===== src/hw/rtl/vargen_pkg.sv =====
// shared types, constants and permutation table for the volume remap address generator
package vargen_pkg;

	localparam int MAX_EXTENT_DEF = 1024;

	localparam int ADDR_W    = 30;
	localparam int SIZE_W    = 11;
	localparam int CODE_W    = 3;
	localparam int CFG_IDX_W = 3;

	// configuration register indexes
	localparam logic [CFG_IDX_W-1:0] CFG_SIZE_X      = 3'd0;
	localparam logic [CFG_IDX_W-1:0] CFG_SIZE_Y      = 3'd1;
	localparam logic [CFG_IDX_W-1:0] CFG_SIZE_Z      = 3'd2;
	localparam logic [CFG_IDX_W-1:0] CFG_STORE_ORDER = 3'd3;
	localparam logic [CFG_IDX_W-1:0] CFG_AXIS_MAP    = 3'd4;

	// axis permutation codes
	localparam logic [CODE_W-1:0] PERM_012 = 3'd0;
	localparam logic [CODE_W-1:0] PERM_021 = 3'd1;
	localparam logic [CODE_W-1:0] PERM_102 = 3'd2;
	localparam logic [CODE_W-1:0] PERM_120 = 3'd3;
	localparam logic [CODE_W-1:0] PERM_201 = 3'd4;
	localparam logic [CODE_W-1:0] PERM_210 = 3'd5;

	// element [0] is the first listed axis
	typedef logic [2:0][1:0] axis_row_t;

	typedef enum logic [1:0] {
		ST_IDLE,
		ST_MUL1,
		ST_MUL2
	} state_t;

	typedef struct packed {
		logic accept;
		logic step1;
		logic load;
	} dp_cmd_t;

	function automatic axis_row_t perm_row(input logic [CODE_W-1:0] code);
		axis_row_t row;
		unique case (code)
			PERM_012: row = {2'd2, 2'd1, 2'd0};
			PERM_021: row = {2'd1, 2'd2, 2'd0};
			PERM_102: row = {2'd2, 2'd0, 2'd1};
			PERM_120: row = {2'd0, 2'd2, 2'd1};
			PERM_201: row = {2'd1, 2'd0, 2'd2};
			PERM_210: row = {2'd0, 2'd1, 2'd2};
			// unused codes behave as identity
			default:  row = {2'd2, 2'd1, 2'd0};
		endcase
		return row;
	endfunction

endpackage


===== src/hw/rtl/volume_axis_remap_address_gen_unit.sv =====
// Volume axis remap address generator: each accepted item yields one address pair for the
// next voxel of an x-fastest output volume (source_index, dest_index, last_voxel) and then
// steps the output x/y/z counters, wrapping to the origin after the final voxel; restart
// set on an item returns to the origin first. From acceptance an item passes through the
// states ST_IDLE, ST_MUL1 and ST_MUL2: acceptance captures the permuted coordinates and steps
// the counters, then two dependent multiply-add steps for each index load the output register.
// A new item is accepted once the previous one has reached the output register, so a
// result waiting there does not block the next item; a stalled output holds back the next
// result only when it is still full as that result completes. Configuration writes are taken in
// every cycle and must be made while the block is idle.
module volume_axis_remap_address_gen_unit import vargen_pkg::*; #(
	parameter int MAX_EXTENT = MAX_EXTENT_DEF
) (
	input  logic                 clk,
	input  logic                 arst_n,
	input  logic                 in_valid,
	output logic                 in_stall,
	input  logic                 restart,
	output logic                 out_valid,
	input  logic                 out_stall,
	output logic [ADDR_W-1:0]    source_index,
	output logic [ADDR_W-1:0]    dest_index,
	output logic                 last_voxel,
	input  logic                 cfg_valid,
	output logic                 cfg_ready,
	input  logic [CFG_IDX_W-1:0] cfg_index,
	input  logic [SIZE_W-1:0]    cfg_data
);

	dp_cmd_t cmd;

	assign cfg_ready = 1'b1;

	vargen_ctrl u_ctrl (
		.clk       (clk),
		.arst_n    (arst_n),
		.in_valid  (in_valid),
		.in_stall  (in_stall),
		.out_valid (out_valid),
		.out_stall (out_stall),
		.cmd       (cmd)
	);

	vargen_dpath #(
		.MAX_EXTENT (MAX_EXTENT)
	) u_dpath (
		.clk          (clk),
		.arst_n       (arst_n),
		.cmd          (cmd),
		.restart      (restart),
		.cfg_we       (cfg_valid && cfg_ready),
		.cfg_index    (cfg_index),
		.cfg_data     (cfg_data),
		.source_index (source_index),
		.dest_index   (dest_index),
		.last_voxel   (last_voxel)
	);

endmodule


===== src/hw/rtl/vargen_ctrl.sv =====
// sequencing state machine and output valid flag for the address generator
module vargen_ctrl import vargen_pkg::*; (
	input  logic    clk,
	input  logic    arst_n,
	input  logic    in_valid,
	output logic    in_stall,
	output logic    out_valid,
	input  logic    out_stall,
	output dp_cmd_t cmd
);

	state_t state_q;
	state_t state_nxt;
	logic   out_valid_q;
	logic   out_free;

	assign out_free  = !out_valid_q || !out_stall;
	assign out_valid = out_valid_q;

	always_comb begin
		state_nxt = state_q;
		unique case (state_q)
			ST_IDLE: begin
				if (in_valid) begin
					state_nxt = ST_MUL1;
				end
			end
			ST_MUL1: state_nxt = ST_MUL2;
			ST_MUL2: begin
				if (out_free) begin
					state_nxt = ST_IDLE;
				end
			end
			default: state_nxt = ST_IDLE;
		endcase
	end

	always_comb begin
		in_stall   = 1'b1;
		cmd.accept = 1'b0;
		cmd.step1  = 1'b0;
		cmd.load   = 1'b0;
		unique case (state_q)
			ST_IDLE: begin
				in_stall   = 1'b0;
				cmd.accept = in_valid;
			end
			ST_MUL1: cmd.step1 = 1'b1;
			// result waits here until the output register is free
			ST_MUL2: cmd.load = out_free;
			default: in_stall = 1'b1;
		endcase
	end

	always_ff @(posedge clk or negedge arst_n) begin
		if (!arst_n) begin
			state_q     <= ST_IDLE;
			out_valid_q <= 1'b0;
		end else begin
			state_q <= state_nxt;
			if (cmd.load) begin
				out_valid_q <= 1'b1;
			end else if (!out_stall) begin
				out_valid_q <= 1'b0;
			end
		end
	end

endmodule


===== src/hw/rtl/vargen_dpath.sv =====
// configuration registers, output counters and index arithmetic
module vargen_dpath import vargen_pkg::*; #(
	parameter int MAX_EXTENT = MAX_EXTENT_DEF
) (
	input  logic                 clk,
	input  logic                 arst_n,
	input  dp_cmd_t              cmd,
	input  logic                 restart,
	input  logic                 cfg_we,
	input  logic [CFG_IDX_W-1:0] cfg_index,
	input  logic [SIZE_W-1:0]    cfg_data,
	output logic [ADDR_W-1:0]    source_index,
	output logic [ADDR_W-1:0]    dest_index,
	output logic                 last_voxel
);

	localparam int CNT_W = $clog2(MAX_EXTENT);
	localparam int CMP_W = ((CNT_W > SIZE_W) ? CNT_W : SIZE_W) + 1;

	logic [2:0][SIZE_W-1:0] size_q;
	logic [CODE_W-1:0]      order_q;
	logic [CODE_W-1:0]      map_q;
	logic [2:0][CNT_W-1:0]  cnt_q;

	logic [2:0][SIZE_W-1:0] dim;
	logic [2:0][SIZE_W-1:0] od;
	logic [2:0][CNT_W-1:0]  o;
	logic [2:0][CNT_W-1:0]  c;
	logic [2:0]             lst;
	logic [2:0][CNT_W-1:0]  cnt_nxt;
	axis_row_t              map_row;
	axis_row_t              ord_row;

	// per-item operands captured at accept
	logic [CNT_W-1:0]  cf_q, cm_q, cs_q;
	logic [SIZE_W-1:0] df_q, dm_q;
	logic [CNT_W-1:0]  ox_q, oy_q, oz_q;
	logic [SIZE_W-1:0] odx_q, ody_q;
	logic              last_q;
	logic [ADDR_W-1:0] t_src_q, t_dst_q;

	logic [SIZE_W+CNT_W-1:0]  prod_src1, prod_dst1;
	logic [SIZE_W+ADDR_W-1:0] prod_src2, prod_dst2;

	function automatic logic [SIZE_W-1:0] clamp_ext(input logic [SIZE_W-1:0] v);
		logic [SIZE_W-1:0] r;
		if (v == '0) begin
			r = SIZE_W'(1);
		end else if (int'(v) > MAX_EXTENT) begin
			r = SIZE_W'(MAX_EXTENT);
		end else begin
			r = v;
		end
		return r;
	endfunction

	assign map_row = perm_row(map_q);
	assign ord_row = perm_row(order_q);

	always_comb begin
		for (int a = 0; a < 3; a++) begin
			dim[a] = clamp_ext(size_q[a]);
		end
		for (int i = 0; i < 3; i++) begin
			od[i]  = dim[map_row[i]];
			o[i]   = restart ? '0 : cnt_q[i];
			lst[i] = (CMP_W'(o[i]) + CMP_W'(1)) >= CMP_W'(od[i]);
		end
		// coordinate along each source axis
		for (int a = 0; a < 3; a++) begin
			if (map_row[0] == 2'(a)) begin
				c[a] = o[0];
			end else if (map_row[1] == 2'(a)) begin
				c[a] = o[1];
			end else begin
				c[a] = o[2];
			end
		end
	end

	// x fastest, then y, then z; a stale counter beyond its extent wraps
	always_comb begin
		cnt_nxt = cnt_q;
		if (!lst[0]) begin
			cnt_nxt[0] = o[0] + CNT_W'(1);
			cnt_nxt[1] = o[1];
			cnt_nxt[2] = o[2];
		end else begin
			cnt_nxt[0] = '0;
			if (!lst[1]) begin
				cnt_nxt[1] = o[1] + CNT_W'(1);
				cnt_nxt[2] = o[2];
			end else begin
				cnt_nxt[1] = '0;
				cnt_nxt[2] = lst[2] ? '0 : o[2] + CNT_W'(1);
			end
		end
	end

	always_ff @(posedge clk or negedge arst_n) begin
		if (!arst_n) begin
			size_q[0] <= SIZE_W'(1);
			size_q[1] <= SIZE_W'(1);
			size_q[2] <= SIZE_W'(1);
			order_q   <= PERM_210;
			map_q     <= PERM_012;
			cnt_q     <= '0;
		end else begin
			if (cfg_we) begin
				unique case (cfg_index)
					CFG_SIZE_X:      size_q[0] <= cfg_data;
					CFG_SIZE_Y:      size_q[1] <= cfg_data;
					CFG_SIZE_Z:      size_q[2] <= cfg_data;
					CFG_STORE_ORDER: order_q   <= cfg_data[CODE_W-1:0];
					CFG_AXIS_MAP:    map_q     <= cfg_data[CODE_W-1:0];
					default: ;
				endcase
			end
			if (cmd.accept) begin
				cnt_q <= cnt_nxt;
			end
		end
	end

	assign prod_src1 = dm_q * cs_q;
	assign prod_dst1 = ody_q * oz_q;
	assign prod_src2 = df_q * t_src_q;
	assign prod_dst2 = odx_q * t_dst_q;

	always_ff @(posedge clk) begin
		if (cmd.accept) begin
			cf_q   <= c[ord_row[0]];
			cm_q   <= c[ord_row[1]];
			cs_q   <= c[ord_row[2]];
			df_q   <= dim[ord_row[0]];
			dm_q   <= dim[ord_row[1]];
			ox_q   <= o[0];
			oy_q   <= o[1];
			oz_q   <= o[2];
			odx_q  <= od[0];
			ody_q  <= od[1];
			last_q <= &lst;
		end
		// inner terms: mid + dmid*slow and oz*dy + oy
		if (cmd.step1) begin
			t_src_q <= ADDR_W'(cm_q) + ADDR_W'(prod_src1);
			t_dst_q <= ADDR_W'(oy_q) + ADDR_W'(prod_dst1);
		end
		if (cmd.load) begin
			source_index <= ADDR_W'(cf_q) + ADDR_W'(prod_src2);
			dest_index   <= ADDR_W'(ox_q) + ADDR_W'(prod_dst2);
			last_voxel   <= last_q;
		end
	end

endmodule


===== config.mk =====
export PLATFORM = sky130hd
export DESIGN_NAME = volume_axis_remap_address_gen_unit
export DESIGN_NICKNAME = d
export VERILOG_FILES = /design/src/hw/rtl/vargen_pkg.sv /design/src/hw/rtl/volume_axis_remap_address_gen_unit.sv /design/src/hw/rtl/vargen_ctrl.sv /design/src/hw/rtl/vargen_dpath.sv
export SDC_FILE = /design/constraint.sdc
export NUM_CORES = 2
export LEC_CHECK = 0
export BUFFER_PORTS_ARGS = -buffer_cell sky130_fd_sc_hd__buf_2
export CAP_MARGIN = 20
export CORE_MARGIN = 2
export CORE_UTILIZATION = 39
export CTS_CLUSTER_DIAMETER = 100
export DETAILED_ROUTE_END_ITERATION = 6
export MAX_ROUTING_LAYER = met4
export PLACE_DENSITY_LB_ADDON = 0.1
export SETUP_SLACK_MARGIN = 0.02
export SLEW_MARGIN = 20
export SYNTH_ARGS = -nofsm -noshare
export SYNTH_HDL_FRONTEND = slang
export SYNTH_SLANG_ARGS = --single-unit
export TNS_END_PERCENT = 30

===== constraint.sdc =====
create_clock -name clk -period 6.5 [get_ports clk]
set_clock_uncertainty 0.05 [all_clocks]
set_input_delay 1.3 -clock clk [delete_from_list [all_inputs] [get_ports clk]]
set_output_delay 1.3 -clock clk [all_outputs]
set_load 0.005 [all_outputs]

# Word-level counts from Yosys, hierarchy flattened
# Cells that the tools add are included.
[classes] reduce_logical=17 n_lt_le_gt_ge=12 eq_ne=23 n_mul=4 add_sub_neg=10 muxes=45
[op_table] operator="10-bit 2-to-1 mux" n=13
[op_table] operator="11-bit 2-to-1 mux" n=11
[op_table] operator="11-bit binary-select mux with 2-bit select" n=5
[op_table] operator="10-bit by 30-bit adder with 30-bit output" n=2
[op_table] operator="10-bit binary-select mux with 2-bit select" n=3
[op_table] operator="11-bit by 30-bit multiplier with 30-bit output" n=2
[op_table] operator="6-bit case mux with 5 select lines" n=2
[op_table] operator="10-bit by 21-bit adder with 22-bit output" n=2
[op_table] operator="11-bit by 10-bit multiplier with 21-bit output" n=2
[op_table] operator="12-bit by 11-bit >= comparator with 1-bit output" n=3
[op_table] operator="10-bit by 1-bit adder with 11-bit output (second input constant)" n=3
[op_table] operator="11-bit > comparator (second input constant)" n=3
[op_table] operator="11-bit zero test" n=3
[op_table] operator="10-bit by 1-bit adder with 10-bit output (second input constant)" n=3
[op_table] operator="30-bit 2-to-1 mux" n=1
[op_table] operator="20-bit 2-to-1 mux" n=1
[op_table] operator="3-bit by 2-bit == test with 1-bit output (second input constant)" n=6
[op_table] operator="2-bit by 3-bit < comparator with 1-bit output (second input constant)" n=6
[op_table] operator="3-bit == test (second input constant)" n=5
[op_table] operator="2-bit AND reduction" n=6
[op_table] operator="3-bit by 1-bit == test with 1-bit output (second input constant)" n=3
[op_table] operator="2-bit by 1-bit == test with 1-bit output (second input constant)" n=3
[op_table] operator="2-bit == test (second input constant)" n=3
[op_table] operator="2-bit zero test" n=3
[op_table] operator="other kinds (9)" n=17
[totals] in_bits=20 regBits=298 output_inout_bits=64 word_cells=137

# Logic depth before layout (Yosys ltp)
[logic_depth] word_depth=9 mapped_depth=22 mapped_depth_nobuf=21

# Hierarchy
# From an unflattened synthesis, not the netlist that was laid out.
[hier_totals] hier_cells=4125 area_unflattened_um2=37606.1
[by_module_without_submodules] mod="vargen_dpath" area_per_inst_um2=37462.2 seq_area_each_um2=8039.0 n_inst=1 cells_per_inst=4109
[by_module_without_submodules] mod="vargen_ctrl" area_per_inst_um2=132.6 seq_area_each_um2=75.1 n_inst=1 cells_per_inst=14
[by_module_without_submodules] mod="volume_axis_remap_address_gen_unit" area_per_inst_um2=11.3 seq_area_each_um2=0.0 n_inst=1 cells_per_inst=2

# Worst setup path after synthesis
# Ideal clock, no wire load.
[synth_path] path_type="register to register" from="register u_dpath.odx_q[5]" to="register u_dpath.dest_index[28] (data pin)" slack_ns=0.865 setup_ns=0.258 t_required_ns=6.192 period_less_slack_ns=5.635 n_path_buf=1 t_arrival_ns=5.327 path_stages_with_launch=22 cell_sequence="edfxtp_1 -> clkbuf_1 -> and2_1 -> fa_1 -> inv_1 -> fa_1 -> inv_1 -> fa_1 -> fa_1 -> inv_1 -> fa_1 -> inv_1 -> ha_1 -> a21o_1 -> a21o_1 -> a21o_1 -> a211o_1 -> o211ai_2 -> o211ai_2 -> a2111o_1 -> a21oi_2 -> xnor2_1"
[synth_between] elab_chain_len=2
[synth_rtl] item="from (decl)" line="vargen_dpath.sv:38" rtl="logic [SIZE_W-1:0] odx_q, ody_q;"
[synth_rtl] item="from (signal assigned)" line="vargen_dpath.sv:140" rtl="odx_q <= od[0];"
[synth_rtl] item="11-bit by 30-bit multiplier with 30-bit output" line="vargen_dpath.sv:128" rtl="assign prod_dst2 = odx_q * t_dst_q;"
[synth_rtl] item="10-bit by 30-bit adder with 30-bit output" line="vargen_dpath.sv:151" rtl="dest_index <= ADDR_W'(ox_q) + ADDR_W'(prod_dst2);"
[synth_rtl] item="to (signal assigned)" line="vargen_dpath.sv:151"
[synth_rtl] item="to (decl)" line="vargen_dpath.sv:13" rtl="output logic [ADDR_W-1:0] dest_index,"
# No other way between the ends.
# A chain may end at the register's enable or synchronous reset.

# Worst setup path after layout
[layout_path] from="register u_dpath.odx_q[5]" to="register u_dpath.dest_index[29] (data pin)"
# The elaborated chain is that of the path after synthesis.

==> metrics.md <==
| Metric | Value |
|---|---|
| Synth Flop Type | `edfxtp_1` |
| Area delta synth->final | `7.728%` |
| Slew Limit Headroom | `27.01%` |
| Vias in the first global route | `around 27000` |
| Setup-failing EPs final | `0` |
| Post-synthesis average cell area | `9.132 sq um` |
| Achievable frequency | `around 160 MHz` |
| Syn nets | `~5000` |
| Netlist cell types | `80` |
| Largest net degree at the start of global routing | `roughly 110` |
| Maxcap violations | `0` |
| Initial DRC count | `~1700` |
| Seq cells post-synth | `282` |
| Total GRT Usage | `20.68%` |
| Min Tclk post-route | `~6.1 ns` |
| Asr flop ratio synth | `between 20% and 30%` |
| Nets | `around 5000` |
| Hold Vio Cnt, Final | `0` |
| DRC viols | `0` |
| Drt first pass iters | `5` |
| H-tree levels | `2` |
| Reg clk slew, reported paths | `about 0.06 ns` |
| Root Buffer Master | `clkbuf_16` |
| Max incr delay on CP | `0.58 ns` |
| Critical Path RT | `6.79 ns` |
| Row count | `between 100 and 150` |
| Number of flops mapped to enable cells by yosys | `210` |
| ANT cells | `0` |
| Average vias per placed instance | `about 4.9` |
| Initial Util | `approximately 39%` |
| HPWL after DPL | `approximately 76 mm` |
| CP Launch Type | `flip-flop` |
| Most used cell, CP | `fa_1` |
| Ratio of cells with drive above 1 in the final layout | `between 6 and 7%` |
| Hold Buf Count CTS | `0` |
| CTS Buffer Depth | `3` |
| Post-CTS sizing | `0` |
| CP delay by family, top | `adder cells` |
| Routed WL | `96.25 mm` |
| TritonCTS Sinks | `282` |
| Postcts setup bufs | `0` |
| Die Footprint | `98850 sq um` |
| Port Buf Inserts | `82` |
| Vias | `26565` |
| Ys Warns | `0` |
| Worst-Skew Late Latency | `a little under 0.6 ns` |
| Slowest stage cell, crit path | `edfxtp_1` |
| Status | `finished clean` |
| Final worst-path cycle share | `between 90% and 100%` |
| Die height | `around 310 microns` |
| Worst-Margin Slew | `1.091 ns` |
| Cells after Synth | `4115` |
| IO Pins | `between 80 and 90` |
| Antenna-violating nets left | `0` |
| Max-slew violations | `0` |
| Initial antenna violation count | `1` |
| CP bufs+invs | `4` |
| Setup TNS | `0 ns` |
| First-pass GRT wire length | `156.3 mm` |
| Netlist Area Pre-Place | `between 30000 and 40000 sq um` |
| RSZ-0062 raised after global routing | `false` |
| Sequential cell area fraction in the yosys report | `~22%` |
| Die W | `314.4 microns` |
| RePlAce Congestion | `around 0.86` |
| Routed wire per std cell | `~18 microns` |
| Crit end category | `flip-flop` |
| Max FO, Critical Path | `12` |
| Hold Crit Class | `reg -> reg` |
| Grt ovf | `0` |
| Arr. time, crit path | `roughly 6.4 ns` |
| CTS tree | `yes` |
| Core area | `around 95000 sq um` |
| Crit path kind | `reg -> reg` |
| Critical-path cell list | `buf_4, nand2_1, fa_1, inv_1, fa_1, fa_1, fa_1, inv_1, fa_1, inv_1, ha_1, nand2_1, o211ai_2, a21o_1, a2111oi_4, a21oi_2, a221oi_2, o211ai_2, a21oi_2, xnor2_1` |
| CTS buffer count | `39` |
layout make-up:
cell class,instances,area [sq um]
fill,9522,54810
multi-input combinational,2845,25790
sequential,282,8115
inverter,774,2908
tap,1265,1583
clock buffer,51,1052
timing repair buffer,136,830.8
clock inverter,21,205.2
sequential cells by signal, summed over array words and instances (netlist names), 10 cells and up:
name                  count
u_dpath.cs_q             10
u_dpath.ody_q            11
u_dpath.dm_q             11
u_dpath.odx_q            11
u_dpath.t_dst_q          22
u_dpath.cm_q             10
u_dpath.ox_q             10
u_dpath.oy_q             10
u_dpath.df_q             11
u_dpath.t_src_q          22
u_dpath.source_index     30
u_dpath.oz_q             10
u_dpath.cf_q             10
u_dpath.cnt_q            30
u_dpath.size_q           33
u_dpath.dest_index       30
cell usage after synthesis, drive strengths merged (6+ instances only):
master,n,area share (%)
a211oi,32,0.65
a21o,50,1.0
a21oi,188,2.6
a221oi,13,0.32
a22o,7,0.16
a22oi,11,0.22
a31oi,6,0.10
and2,324,5.4
and3,17,0.28
buf,11,0.13
clkbuf,203,2.0
dfrtp,67,4.5
edfxtp,210,17
fa,536,29
ha,300,10
inv,773,7.7
mux2,39,1.2
mux2i,38,1.0
nand2,575,5.7
nand2b,25,0.42
nand3,39,0.52
nand4,9,0.15
nor2,181,1.8
nor2b,52,0.87
nor3,22,0.31
o211ai,11,0.27
o21a,14,0.28
o21ai,131,1.8
o21bai,14,0.28
o22a,10,0.23
o22ai,19,0.32
o31ai,7,0.15
or2,9,0.15
xnor2,85,2.0
xor2,24,0.56
path summary, 6_finish.rpt:
| check | start | to | slack, ns | cells after the start |
|---|---|---|---|---|
| setup / recovery | u_dpath.odx_q[5] | u_dpath.dest_index[29] | 0.40 | 20 |
| hold / removal | u_dpath.cnt_q[9] | u_dpath.cnt_q[9] | 0.41 | 2 |
| setup reg to reg | u_dpath.odx_q[5] | u_dpath.dest_index[29] | 0.40 | 20 |
| hold reg to reg | u_dpath.cnt_q[9] | u_dpath.cnt_q[9] | 0.41 | 2 |
| max in group asynchronous | arst_n | u_dpath.cnt_q[1] | 4.75 | 2 |
| min in group asynchronous | arst_n | u_dpath.size_q[20] | 0.54 | 1 |
through the flow:
| stage | setup WS (ns) | std cells | area, sq um | hold WS, ns | util (%) |
|---|---|---|---|---|---|
| 2_1_floorplan | 0.8650 | 4115 | 37580 | 0.3503 | - |
| 3_3_place_gp | 0.4668 | 5302 | 39220 | 0.3943 | 41.15 |
| 3_5_place_dp | 0.3985 | 5302 | 39220 | 0.3988 | 41.15 |
| 4_1_cts | 0.3981 | 5374 | 40470 | 0.4112 | 42.47 |
| 5_1_grt | 0.06573 | 5374 | 40480 | 0.4559 | 42.48 |
| 6_report | 0.4032 | 5374 | 40480 | 0.4071 | 42.48 |
cell families after synthesis:
kind of cell | after synthesis | share of synthesized area [%]
AOI/OAI and AO/OA | 549 | 9.207
xor gates and xnor gates | 109 | 2.541
adders and majority gates | 836 | 38.54
buffers and inverters | 988 | 9.889
DFF | 282 | 21.59
muxes | 77 | 2.181
other | 1 | 0.009979
and+or+nand+nor | 1273 | 16.04
worst min-delay path, cell delays in order, from the launching register on:
cell     delay (ns)
dfrtp_1        0.33
nand2_1        0.05
nand2_1        0.05
metal layers:
metal,share of wire (%),GRT usage [%],vias to the layer above
li1,-,-,12853
met1,52,31.57,13069
met2,42,29.43,538
met3,4.2,2.240,105
met4,1.9,4.448,0
met5,0,-,-
cell usage in the layout, fill, tap and decap left out, drive strengths merged, types with 51 or more instances in the layout:
master  count
a21oi     188
clkbuf     51
xnor2      85
o21ai     131
and2      324
inv       776
nor2      181
buf       136
nor2b      52
fa        536
dfrtp      67
ha        300
edfxtp    210
nand2     575
Power is left out: the tool's default activity adds up to more than one toggle a clock period on the data nets, which glitch-free logic cannot reach.
